## config.mk

```make
export PLATFORM = sky130hd
export DESIGN_NAME = rga_ctrl
export DESIGN_NICKNAME = d
export VERILOG_FILES = /design/src/rtl/core/rga_pkg.sv /design/src/rtl/core/rga_ctrl.sv
export SDC_FILE = /design/constraint.sdc
export NUM_CORES = 1
export LEC_CHECK = 0
export BUFFER_PORTS_ARGS = -buffer_cell sky130_fd_sc_hd__buf_2
export CAP_MARGIN = 20
export CORE_MARGIN = 1.5
export CORE_UTILIZATION = 47
export CTS_BUF_LIST = sky130_fd_sc_hd__clkbuf_8
export DETAILED_ROUTE_END_ITERATION = 8
export PLACE_DENSITY = 0.75
export SYNTH_ARGS = -nofsm -noshare
export SYNTH_HDL_FRONTEND = slang
export SYNTH_SLANG_ARGS = --single-unit
```

## constraint.sdc

```tcl
create_clock -name clk -period 2 [get_ports clk]
set_input_delay 0.1 -clock clk [delete_from_list [all_inputs] [get_ports clk]]
set_output_delay 0.1 -clock clk [all_outputs]
set_load 0.01 [all_outputs]
```

## src/rtl/core/rga_pkg.sv

```systemverilog
// shared types and constants of the range gap allocator
`default_nettype none
package rga_pkg;
  localparam int MAX_NODES = 32;
  localparam int ADDR_BITS = 32;
  localparam int IDX_W     = $clog2(MAX_NODES);
  localparam int CNT_W     = $clog2(MAX_NODES + 1);
  localparam int WW        = ADDR_BITS + 4;
  localparam int SIZE_W    = ADDR_BITS + 1;

  typedef logic [WW-1:0] wide_t;

  typedef enum logic [2:0] {
    ST_OK       = 3'd0,
    ST_INVALID  = 3'd1,
    ST_NOSPACE  = 3'd2,
    ST_NOTFOUND = 3'd3,
    ST_FULL     = 3'd4
  } status_t;

  localparam logic [1:0] POL_FIRST = 2'd0;
  localparam logic [1:0] POL_BEST  = 2'd1;
  localparam logic [1:0] POL_HIGH  = 2'd2;

  localparam logic MODE_INSERT = 1'b0;
  localparam logic MODE_REMOVE = 1'b1;

  localparam logic CFG_SPAN_START = 1'b0;
  localparam logic CFG_SPAN_SIZE  = 1'b1;

  typedef struct packed {
    logic    load_req;
    logic    clr_idx;
    logic    inc_idx;
    logic    gap_a;
    logic    gap_b;
    logic    ins_shift;
    logic    rem_shift;
    logic    out_load;
    status_t out_status;
  } cmd_t;

  typedef struct packed {
    logic mode;
    logic invalid;
    logic full;
    logic idx_end;
    logic fit;
    logic stop;
    logic found;
    logic pos_hit;
    logic key_hit;
    logic out_busy;
  } stat_t;
endpackage
`default_nettype wire

```

## src/rtl/core/rga_ctrl.sv

```systemverilog
// sequencer for insert walk, position search and remove
`default_nettype none
module rga_ctrl import rga_pkg::*; (
  input  wire   clk,
  input  wire   rst_n,
  input  wire   in_valid,
  output logic  in_ready,
  output logic  out_valid,
  input  wire   out_ready,
  input  stat_t st,
  output cmd_t  cmd
);
  typedef enum logic [8:0] {
    S_IDLE  = 9'b000000001,
    S_CHECK = 9'b000000010,
    S_GAPA  = 9'b000000100,
    S_GAPB  = 9'b000001000,
    S_POS   = 9'b000010000,
    S_PLACE = 9'b000100000,
    S_RSCAN = 9'b001000000,
    S_RDEL  = 9'b010000000,
    S_DONE  = 9'b100000000
  } state_t;

  state_t  state_r, state_nxt;
  status_t res_r, res_nxt;
  logic    out_valid_r, out_valid_nxt;

  assign in_ready  = (state_r == S_IDLE);
  assign out_valid = out_valid_r;

  always_comb begin
    state_nxt      = state_r;
    res_nxt        = res_r;
    out_valid_nxt  = out_valid_r;
    cmd            = '0;
    cmd.out_status = res_r;
    if (out_valid_r && out_ready) out_valid_nxt = 1'b0;
    unique case (state_r)
      S_IDLE: begin
        if (in_valid) begin
          cmd.load_req = 1'b1;
          cmd.clr_idx  = 1'b1;
          state_nxt    = S_CHECK;
        end
      end
      S_CHECK: begin
        if (st.mode == MODE_REMOVE) begin
          state_nxt = S_RSCAN;
        end else if (st.invalid) begin
          res_nxt   = ST_INVALID;
          state_nxt = S_DONE;
        end else if (st.full) begin
          res_nxt   = ST_FULL;
          state_nxt = S_DONE;
        end else begin
          state_nxt = S_GAPA;
        end
      end
      S_GAPA: begin
        cmd.gap_a = 1'b1;
        state_nxt = S_GAPB;
      end
      S_GAPB: begin
        cmd.gap_b = 1'b1;
        if (st.stop || st.idx_end) begin
          if (st.found || st.fit) begin
            cmd.clr_idx = 1'b1;
            state_nxt   = S_POS;
          end else begin
            res_nxt   = ST_NOSPACE;
            state_nxt = S_DONE;
          end
        end else begin
          cmd.inc_idx = 1'b1;
          state_nxt   = S_GAPA;
        end
      end
      S_POS: begin
        if (st.pos_hit) state_nxt = S_PLACE;
        else cmd.inc_idx = 1'b1;
      end
      S_PLACE: begin
        cmd.ins_shift = 1'b1;
        res_nxt       = ST_OK;
        state_nxt     = S_DONE;
      end
      S_RSCAN: begin
        if (st.idx_end) begin
          res_nxt   = ST_NOTFOUND;
          state_nxt = S_DONE;
        end else if (st.key_hit) begin
          state_nxt = S_RDEL;
        end else begin
          cmd.inc_idx = 1'b1;
        end
      end
      S_RDEL: begin
        cmd.rem_shift = 1'b1;
        res_nxt       = ST_OK;
        state_nxt     = S_DONE;
      end
      S_DONE: begin
        // wait for the result register to drain
        if (!st.out_busy || out_ready) begin
          cmd.out_load  = 1'b1;
          out_valid_nxt = 1'b1;
          state_nxt     = S_IDLE;
        end
      end
      default: state_nxt = S_IDLE;
    endcase
  end

  always_ff @(posedge clk) begin
    if (!rst_n) begin
      state_r     <= S_IDLE;
      res_r       <= ST_OK;
      out_valid_r <= 1'b0;
    end else begin
      state_r     <= state_nxt;
      res_r       <= res_nxt;
      out_valid_r <= out_valid_nxt;
    end
  end
endmodule
`default_nettype wire

```

== After elaboration in Yosys (flattened, before gate mapping) ==
Index checks and enable logic that the tools add are counted.
Storage, ports and cells
  bits of input ports: 14
  register bits: 13
Operators by class
  eq/ne operators: 18
  multiplexer cells: 37
  reduce and logical (&&, ||, !) cells: 9
Operators by type and width (number)
  $mux 9: 10
  $pmux 9 s8: 1
  $mux 3: 6
  $mux 1: 16
  $ne 2x2->1 const B: 7
  $pmux 3 s4: 1
  $eq 9x1->1 const B: 1
  $eq 9x2->1 const B: 1
  $eq 9x3->1 const B: 1
  $eq 9x4->1 const B: 1
  $eq 9x5->1 const B: 1
  $eq 9x6->1 const B: 1
  $eq 9x7->1 const B: 1
  $eq 9x8->1 const B: 1
  $eq 9x9->1 const B: 1
  $ne 3x3->1 const B: 2
  $reduce_and 6->1: 1
  $reduce_and 4->1: 1
  $reduce_bool 4->1: 1
  $logic_or 1x1->1: 3
  $pmux 1 s3: 1
  $mux 2: 1
  $pmux 1 s2: 1
  $reduce_or 2->1: 1
  2 further kinds: 2

== Logic depth before layout (Yosys ltp) ==
Gate-level depths: netlist (run 1).
  depth after elaboration: 4
  depth in mapped cells: 6
  mapped depth without buffers: 5

== Worst setup path after synthesis (run 1) ==
No wires, ideal clock.
  kind: reg-to-reg
  from: register state_r[7]
  to: register state_r[8]
  cell stages (with the launch flop): 7
  data arrival time: 1.715 ns
  required time: 1.921 ns
  setup slack: 0.205 ns
  path buffers: 1
  cells stage by stage: dfxtp_1 -> buf_4 -> or4b_1 -> or3_4 -> o22ai_2 -> nor2_2 -> a211oi_2
Between the ends
  word-level cells in the longest chain between the ends: 3
  elaborated cells between the ends (all ways): 16
  those cells by class: 13 x eq/ne; 1 x mux; 2 x reduce/logical
RTL lines
  start, declared: line rga_ctrl.sv:25  | state_t state_r, state_nxt;
  start signal, assigned: line rga_ctrl.sv:121  | state_r <= state_nxt;
  $eq 9x8->1, or another cell as far along: line rga_ctrl.sv:39  | unique case (state_r)
  $reduce_or 2->1 (no line), or another cell as far along
  $pmux 9 s8 or $reduce_and 4->1 (tied branches)
Several ways; a longest one is shown, not always the timed one.
A chain may end at the register's enable or synchronous reset.

==> results.md, run 1 <==
- The run finished with clean final reports.
- The final critical path takes up 99.89% of the cycle.
- The synthesized netlist cell count is 98.
- The clock drives 13 sinks.
- By startpoint and endpoint, the worst setup path is classified as flop to primary output.
- The placement-stage cell area is 987.2 sq um.
- The first element of the critical path is state_r[8].
- The worst register-to-register path begins at state_r[4].
- The dominant register cell in the synthesized netlist is dfxtp_1.
- The worst setup path is captured at a primary output.
- Across the routed clock network, the largest skew measured is 0.001524 ns.
- The placer's final routability congestion estimate is 0.8460.
- Ranked by instance count, the synthesized netlist is headed by dfxtp_1, nor2_1, nor3_1.
- After synthesis, the mean cell area works out to 8.465 sq um.
- Summing the areas of all compound-gate instances in the mapped netlist gives 17.50% of the synthesized area.
- The initial antenna violation count is 0.
- Setup repair after global routing could not meet its margin everywhere.
- The first routing iteration left 45 violations.
- The largest area contributor in the netlist is dfxtp_1.
- The area of the core is 0.001577 sq mm.
- Registers are responsible for 34.1% of the overall power.
- Of all flip-flops after synthesis, the portion carrying an async set or reset was 0%.
- The total power divided by cell area is 883.7 mW/mm^2.
- The number of setup violations in the final report is 0.
- The finished cells cover 0.001090 sq mm.
- The total global routing overflow is 0.
- The die covers 0.002026 sq mm.
- The share of power burned in combinational logic is 41.0%.
- IR analysis of the VDD net gives a maximum drop of 0.5553 mV.
- In this run the tightest slew margin relative to its limit is 72.91%.
- The total count of hold-check failures in the final report is 0.
- The number of synthesized register bits is 13.
- The cell area after synthesis is 829.5 sq um.
- The remaining number of nets flagged by the antenna check after routing is 0.
- When the netlist entered floorplanning its net count stood at 112.
- The per-cell routed wire length is 15.00 um.
- The fraction of the mapped netlist area in adder cells is 0%.
- 27 I/O pins were placed.
- STA classifies the critical path startpoint as a flop.
- The worst-case clock buffer depth is 2.
- For this run, the share of the core covered by cells in the final layout is 69.13%.
- The first-pass iteration count of the detailed router is 4.
- Per report_power, the clock group accounts for 25.0% of the total.
- The clock period minus final worst setup slack is 1.998 ns.
- Clock-pin slew was measured on the worst setup and hold paths at 0.06 ns.
- Entering global routing, the biggest net connects 10 pins.
- The main combinational cell family by area after synthesis is simple AND/OR/NAND/NOR gates.
- The total power is 963.0 uW.
- The library cell with the highest instance count after synthesis is dfxtp_1.
- The antenna diode count is 0.
- TritonCTS built the clock tree.
- Buffers inserted to repair hold after CTS numbered 0.
- The number of buffer cells added on primary ports is 26.
- CTS built an H-tree with a depth of 1.
- The post-route DRC violation count is 0.
- Across the run, the number of max-cap violations was 0.
- The cell-internal power is 607.4 uW.
- STA puts the critical path data arrival time at 1.90 ns.
- The synthesis warning total is 0.
- For this block, the routed nets add up to 2220 um of wire.
- The share of final-layout standard cells stronger than drive strength 1 is 43.94%.
- Sorting the synthesized cells by area gives the leading types as dfxtp_1, nor2_1, nor3_1, o32ai_4, nor2b_1.
- The achievable clock frequency is 500.6 MHz.
- After synthesis, the share of cell area in mux cells is 1.207%.
- The later-pin clock latency in the skew report is 0.25 ns.
- Counting flops with a built-in enable in the synthesized netlist gives 0.
- The sequential share of the synthesized area is 31.37%.
- The synthesis-to-finish area growth is 31.37%.
- The aggregate global-route resource usage is 22.94%.
- For this design the static power due to leakage is 0.4994 nW.
- The analysis attributes to net switching a power of 355.6 uW.
- The row count is 14.
- The initial utilization of the core area, before any placement, comes to 52.62%.
- The first-pass GRT wire length is 3381 um.
- In this run the clock root is driven by a clkbuf_8.
- At the worst endpoint, the required time is 1.90 ns.
- The distinct cell type count after synthesis is 43.
- After detailed routing, the number of vias per cell comes to 6.027.
- The smallest hold slack is 0.1172 ns.
- The number of global-route vias before repair is 798.
- The worst hold path begins at st[6].
- Detailed placement finished with a half-perimeter wire length of 1592 um.
- The synthesized netlist devotes 43.14% of its cell area to simple gates.
- The class of the tightest hold or removal check is input pin to flop.
- The highest net fanout along the worst path is 5.
- For the pin with the worst max-slew slack, the measured transition is 0.4021 ns.
- From bottom edge to top edge, the die measures 45.01 um.
- The xor and xnor area share after synthesis is 3.167%.
- After synthesis, the largest area contributor takes up 31.37% of total cell area.
- The number of max-slew violations in the final report is 0.
- The die is 45.01 um wide.
- The routed layout has 892 vias.
- Counting the buffers created by CTS gives 3.
- The share of total power consumed by net switching is 36.93%.
- For this run, the post-layout net count is 147.
final cells by class:
cell class / count / area, sq um
Fill cell: 134 / 486.7
Multi-Input combinational cell: 79 / 569.3
Timing Repair Buffer: 32 / 175.2
Inverter: 4 / 15.01
Tap cell: 16 / 20.02
Clock buffer: 3 / 41.29
Sequential cell: 13 / 265.3
Clock inverter: 1 / 3.754
registers in the layout, indices dropped and copies added, names as in the netlist:
| name | flops |
|---|---|
| out_valid | 1 |
| res_r | 3 |
| state_r | 9 |
logic make-up (layout without fill, tap and decap cells):
group / count (synthesis) / after routing
simple gates: 58 / 58
compound gates: 17 / 17
flops: 13 / 13
buf+inv: 6 / 40
xor+xnor: 3 / 3
mux: 1 / 1
cells in the final DEF, fill, tap and decap left out, types with 2 or more instances in the layout:
cell	n
a21oi_1	2
and2_1	2
buf_2	26
buf_4	6
clkbuf_8	3
dfxtp_1	9
dfxtp_2	4
inv_1	5
nand2_1	5
nand3_1	3
nand4_1	3
nor2_1	12
nor2b_1	4
nor3_1	6
nor3b_1	2
o21ai_0	4
o32ai_4	2
or2_2	3
or3_4	2
xnor2_1	2
worst max-delay path: stages (launching register included):
cell and delay, ns:
dfxtp_1 0.35, or3_4 0.43, or4_4 0.52, nor3b_1 0.20, buf_2 0.16
stage by stage:
step                setup slack (ns)  setup TNS, ns  instances
global placement              0.1078              0        141
floorplan                     0.2054              0         98
detailed placement            0.1027              0        141
finish                      0.002231              0        148
global route                -0.02276       -0.03689        148
CTS                          0.01452              0        145
power groups by stage:
stage / logic (mW) / registers [mW] / clock network [mW]
floorplan: 0.269 / 0.327 / 0
global placement: 0.363 / 0.330 / 0
detailed placement: 0.368 / 0.332 / 0
CTS: 0.382 / 0.327 / 0.237
global route: 0.428 / 0.333 / 0.254
finish: 0.394 / 0.328 / 0.240
final timing paths:
kind / end / slack (ns) / cells after the start
setup / recovery: cmd[5] / 0.002 / 4
hold / removal: state_r[7] / 0.12 / 2
setup reg to reg: state_r[8] / 0.02 / 5
hold reg to reg: res_r[2] / 0.46 / 2
per-layer routing:
metal  global-route usage (%)  share of wire, %
met5                        0                 0
met4                    8.824               1.5
met3                    3.600               5.3
met2                    38.57                50
met1                    29.24                43
what timing repair did:
| action | in CTS | in global routing |
|---|---|---|
| gates resized for setup | 2 | 7 |
| buffers inserted | 0 | 3 |
| pin swaps | 0 | 3 |
| setup endpoints to repair | 2 | 4 |
Power figures use the tool's default switching activity.
==> inputs of run 2 (changes only) <==
Settings changed: CORE_UTILIZATION 47 to 51, PLACE_DENSITY 0.75 to 0.8, REMOVE_ABC_BUFFERS set to 1, SKIP_CTS_REPAIR_TIMING set to 1.
==> run 2 against run 1 <==
First-iteration DRC count fell by 2.2%. Core utilization rose by 1.6 points. Combinational power barely moved. Flip-flop and latch count did not move. Clock power fell by 4%. Sequential share of layout area rose by 0.45 points.
==> results.md, run 2 (synthesized netlist as in run 1, its figures left out) <==
- The flow ran to the end, and the final reports show no timing, DRC or antenna violations.
- The die covers 0.001877 sq mm.
- The top cell types in the final layout, fill and taps aside, are buf_2, nor2_1, dfxtp_1.
- The post-route netlist has 42.31% of its cells at a drive strength greater than 1.
- For this design, the slowest cell found on the critical path is or4_4.
- The min-delay analysis places its worst path in the category input pin to flop.
- In this run the number of H-tree levels came out at 1.
- The average vias per placed instance is 5.897.
- The initial antenna violation count is 0.
- The data required time at the worst endpoint is 1.90 ns.
- The largest stage delay on the critical path is 0.52 ns.
- After detailed placement, the total cell area comes to 972.2 sq um.
- The die is 43.33 um tall.
- After layout, the worst setup slack is 0.06941 ns.
- After detailed routing, the average wire length per cell comes to 14.63 um.
- Detailed placement ended at an HPWL of 1590 um.
- The final net count is 145.
- OpenSTA, run right after detailed placement, puts the worst setup slack at 0.09024 ns.
- The final-layout setup total negative slack is 0 ns.
- STA classifies the critical path startpoint as a flop.
- For this run, the share of the core covered by cells in the final layout is 70.68%.
- The kind of cell with the highest combined delay along the critical path is simple AND/OR/NAND/NOR gates.
- The via count is 861.
- The peak supply drop is 0.6374 mV.
- The number of antenna diodes in the final layout is 0.
- The worst-case register-to-register setup slack is 0.10 ns.
- The boundary pin count is 27.
- The longest clock path from root to sink contains 2 buffers.
- The static leakage is 0.4856 nW.
- The total power divided by cell area is 895.8 mW/mm^2.
- The clock net in this run drives a total of 13 sinks.
- The congestion estimate from routability-driven global placement came to 0.8700.
- Setup violations remaining at the end of the flow were counted as 0.
- The total count of hold-check failures in the final report is 0.
- The share of the clock period used by the worst path is 96.53%.
- Measured against its own limit, the worst slew margin works out to 67.03%.
- The initial utilization of the core area, before any placement, comes to 55.07%.
- The finished cells cover 0.001065 sq mm.
- Of all nets on the critical path, the largest fanout is 6.
- Entering global routing, the biggest net connects 10 pins.
- After global routing the overflow that remains totals 0.
- Clock tree synthesis selected as its root buffer the cell clkbuf_8.
- The floorplan has 14 rows.
- Based on the critical path, the design can be clocked at up to 518.0 MHz.
- The area of the core is 0.001506 sq mm.
- The critical path endpoint category is a primary output.
- Measured along the x axis, the die boundary spans 43.33 um.
- The TritonCTS clock tree is built.
- Buffers placed on the I/O ports in this run total 26.
- The register with the most flip-flops in the layout has 9 of them.
- The initial DRC count is 44.
- The synthesis-to-finish area growth is 28.36%.
- The largest clock skew in the final design is 0.001165 ns.
- Walking the worst path, the cells encountered are or3_4 > or4_4 > nor3b_2 > buf_2.
- In this run, CTS created clock tree buffers numbering 3.
- The clock transition at the registers of the reported paths is 0.06 ns.
- The number of global-route vias before repair is 762.
- The number of max-slew violations in the final report is 0.
- The worst setup path is of the flop to primary output kind.
- The most common cell after layout, fill and taps aside is buf_2.
- After detailed routing, the total wire length is 2136 um.
- The aggregate global-route resource usage is 22.93%.
- The first global-routing pass estimated 3263 um of wire.
- Counting both buffers and inverters, the worst setup path holds a total of 1.
- For this run, design rule violations remaining after detail routing come to 0.
- The actual transition at the worst max-transition pin is 0.4894 ns.
- The count of maximum capacitance violations is 0.
- For the finished layout, the period the worst path requires is 1.931 ns.
- The first TritonRoute pass finished after 4 iterations.
- The later-pin clock latency in the skew report is 0.24 ns.
- The remaining number of nets flagged by the antenna check after routing is 0.
- Data on the critical path arrives at its endpoint at 1.83 ns.
- More flip-flops sit in one register than any other, and that register is state_r.
==> run 2: final timing paths <==
kind                   start  depth (start not counted)         end
setup / recovery  state_r[2]                          4      cmd[5]
hold / removal         st[6]                          2  state_r[7]
setup reg to reg  state_r[7]                          5  state_r[8]
hold reg to reg     res_r[2]                          2    res_r[2]
==> run 2: cell type report <==
class / count / area (sq um)
tap: 16 / 20.02
inverter: 4 / 15.01
sequential: 13 / 264.0
fill: 124 / 441.7
timing repair buffer: 30 / 160.2
clock inverter: 1 / 3.754
clock buffer: 3 / 41.29
multi-input combinational: 79 / 560.5
==> run 2: layer usage <==
metal / vias up / GRT usage, % / share of wire [%]
li1: 420 / - / -
met1: 379 / 29.35 / 40
met2: 52 / 37.31 / 48
met3: 10 / 3.750 / 10
met4: 0 / 11.52 / 1.6
met5: - / 0 / 0
==> run 2: stage by stage <==
step | total power [mW] | std cells | hold slack (ns)
floorplan | 0.5940 | 96 | 0.1771
finish | 0.9538 | 146 | 0.1015
global placement | 0.6940 | 139 | 0.3535
global route | 1.008 | 146 | 0.1151
detailed placement | 0.7039 | 139 | 0.3444
CTS | 0.9353 | 143 | 0.09202
==> run 2: power by group <==
group	switching, mW	internal (mW)
sequential	0.0379	0.291
combinational	0.217	0.178
clock	0.0948	0.136
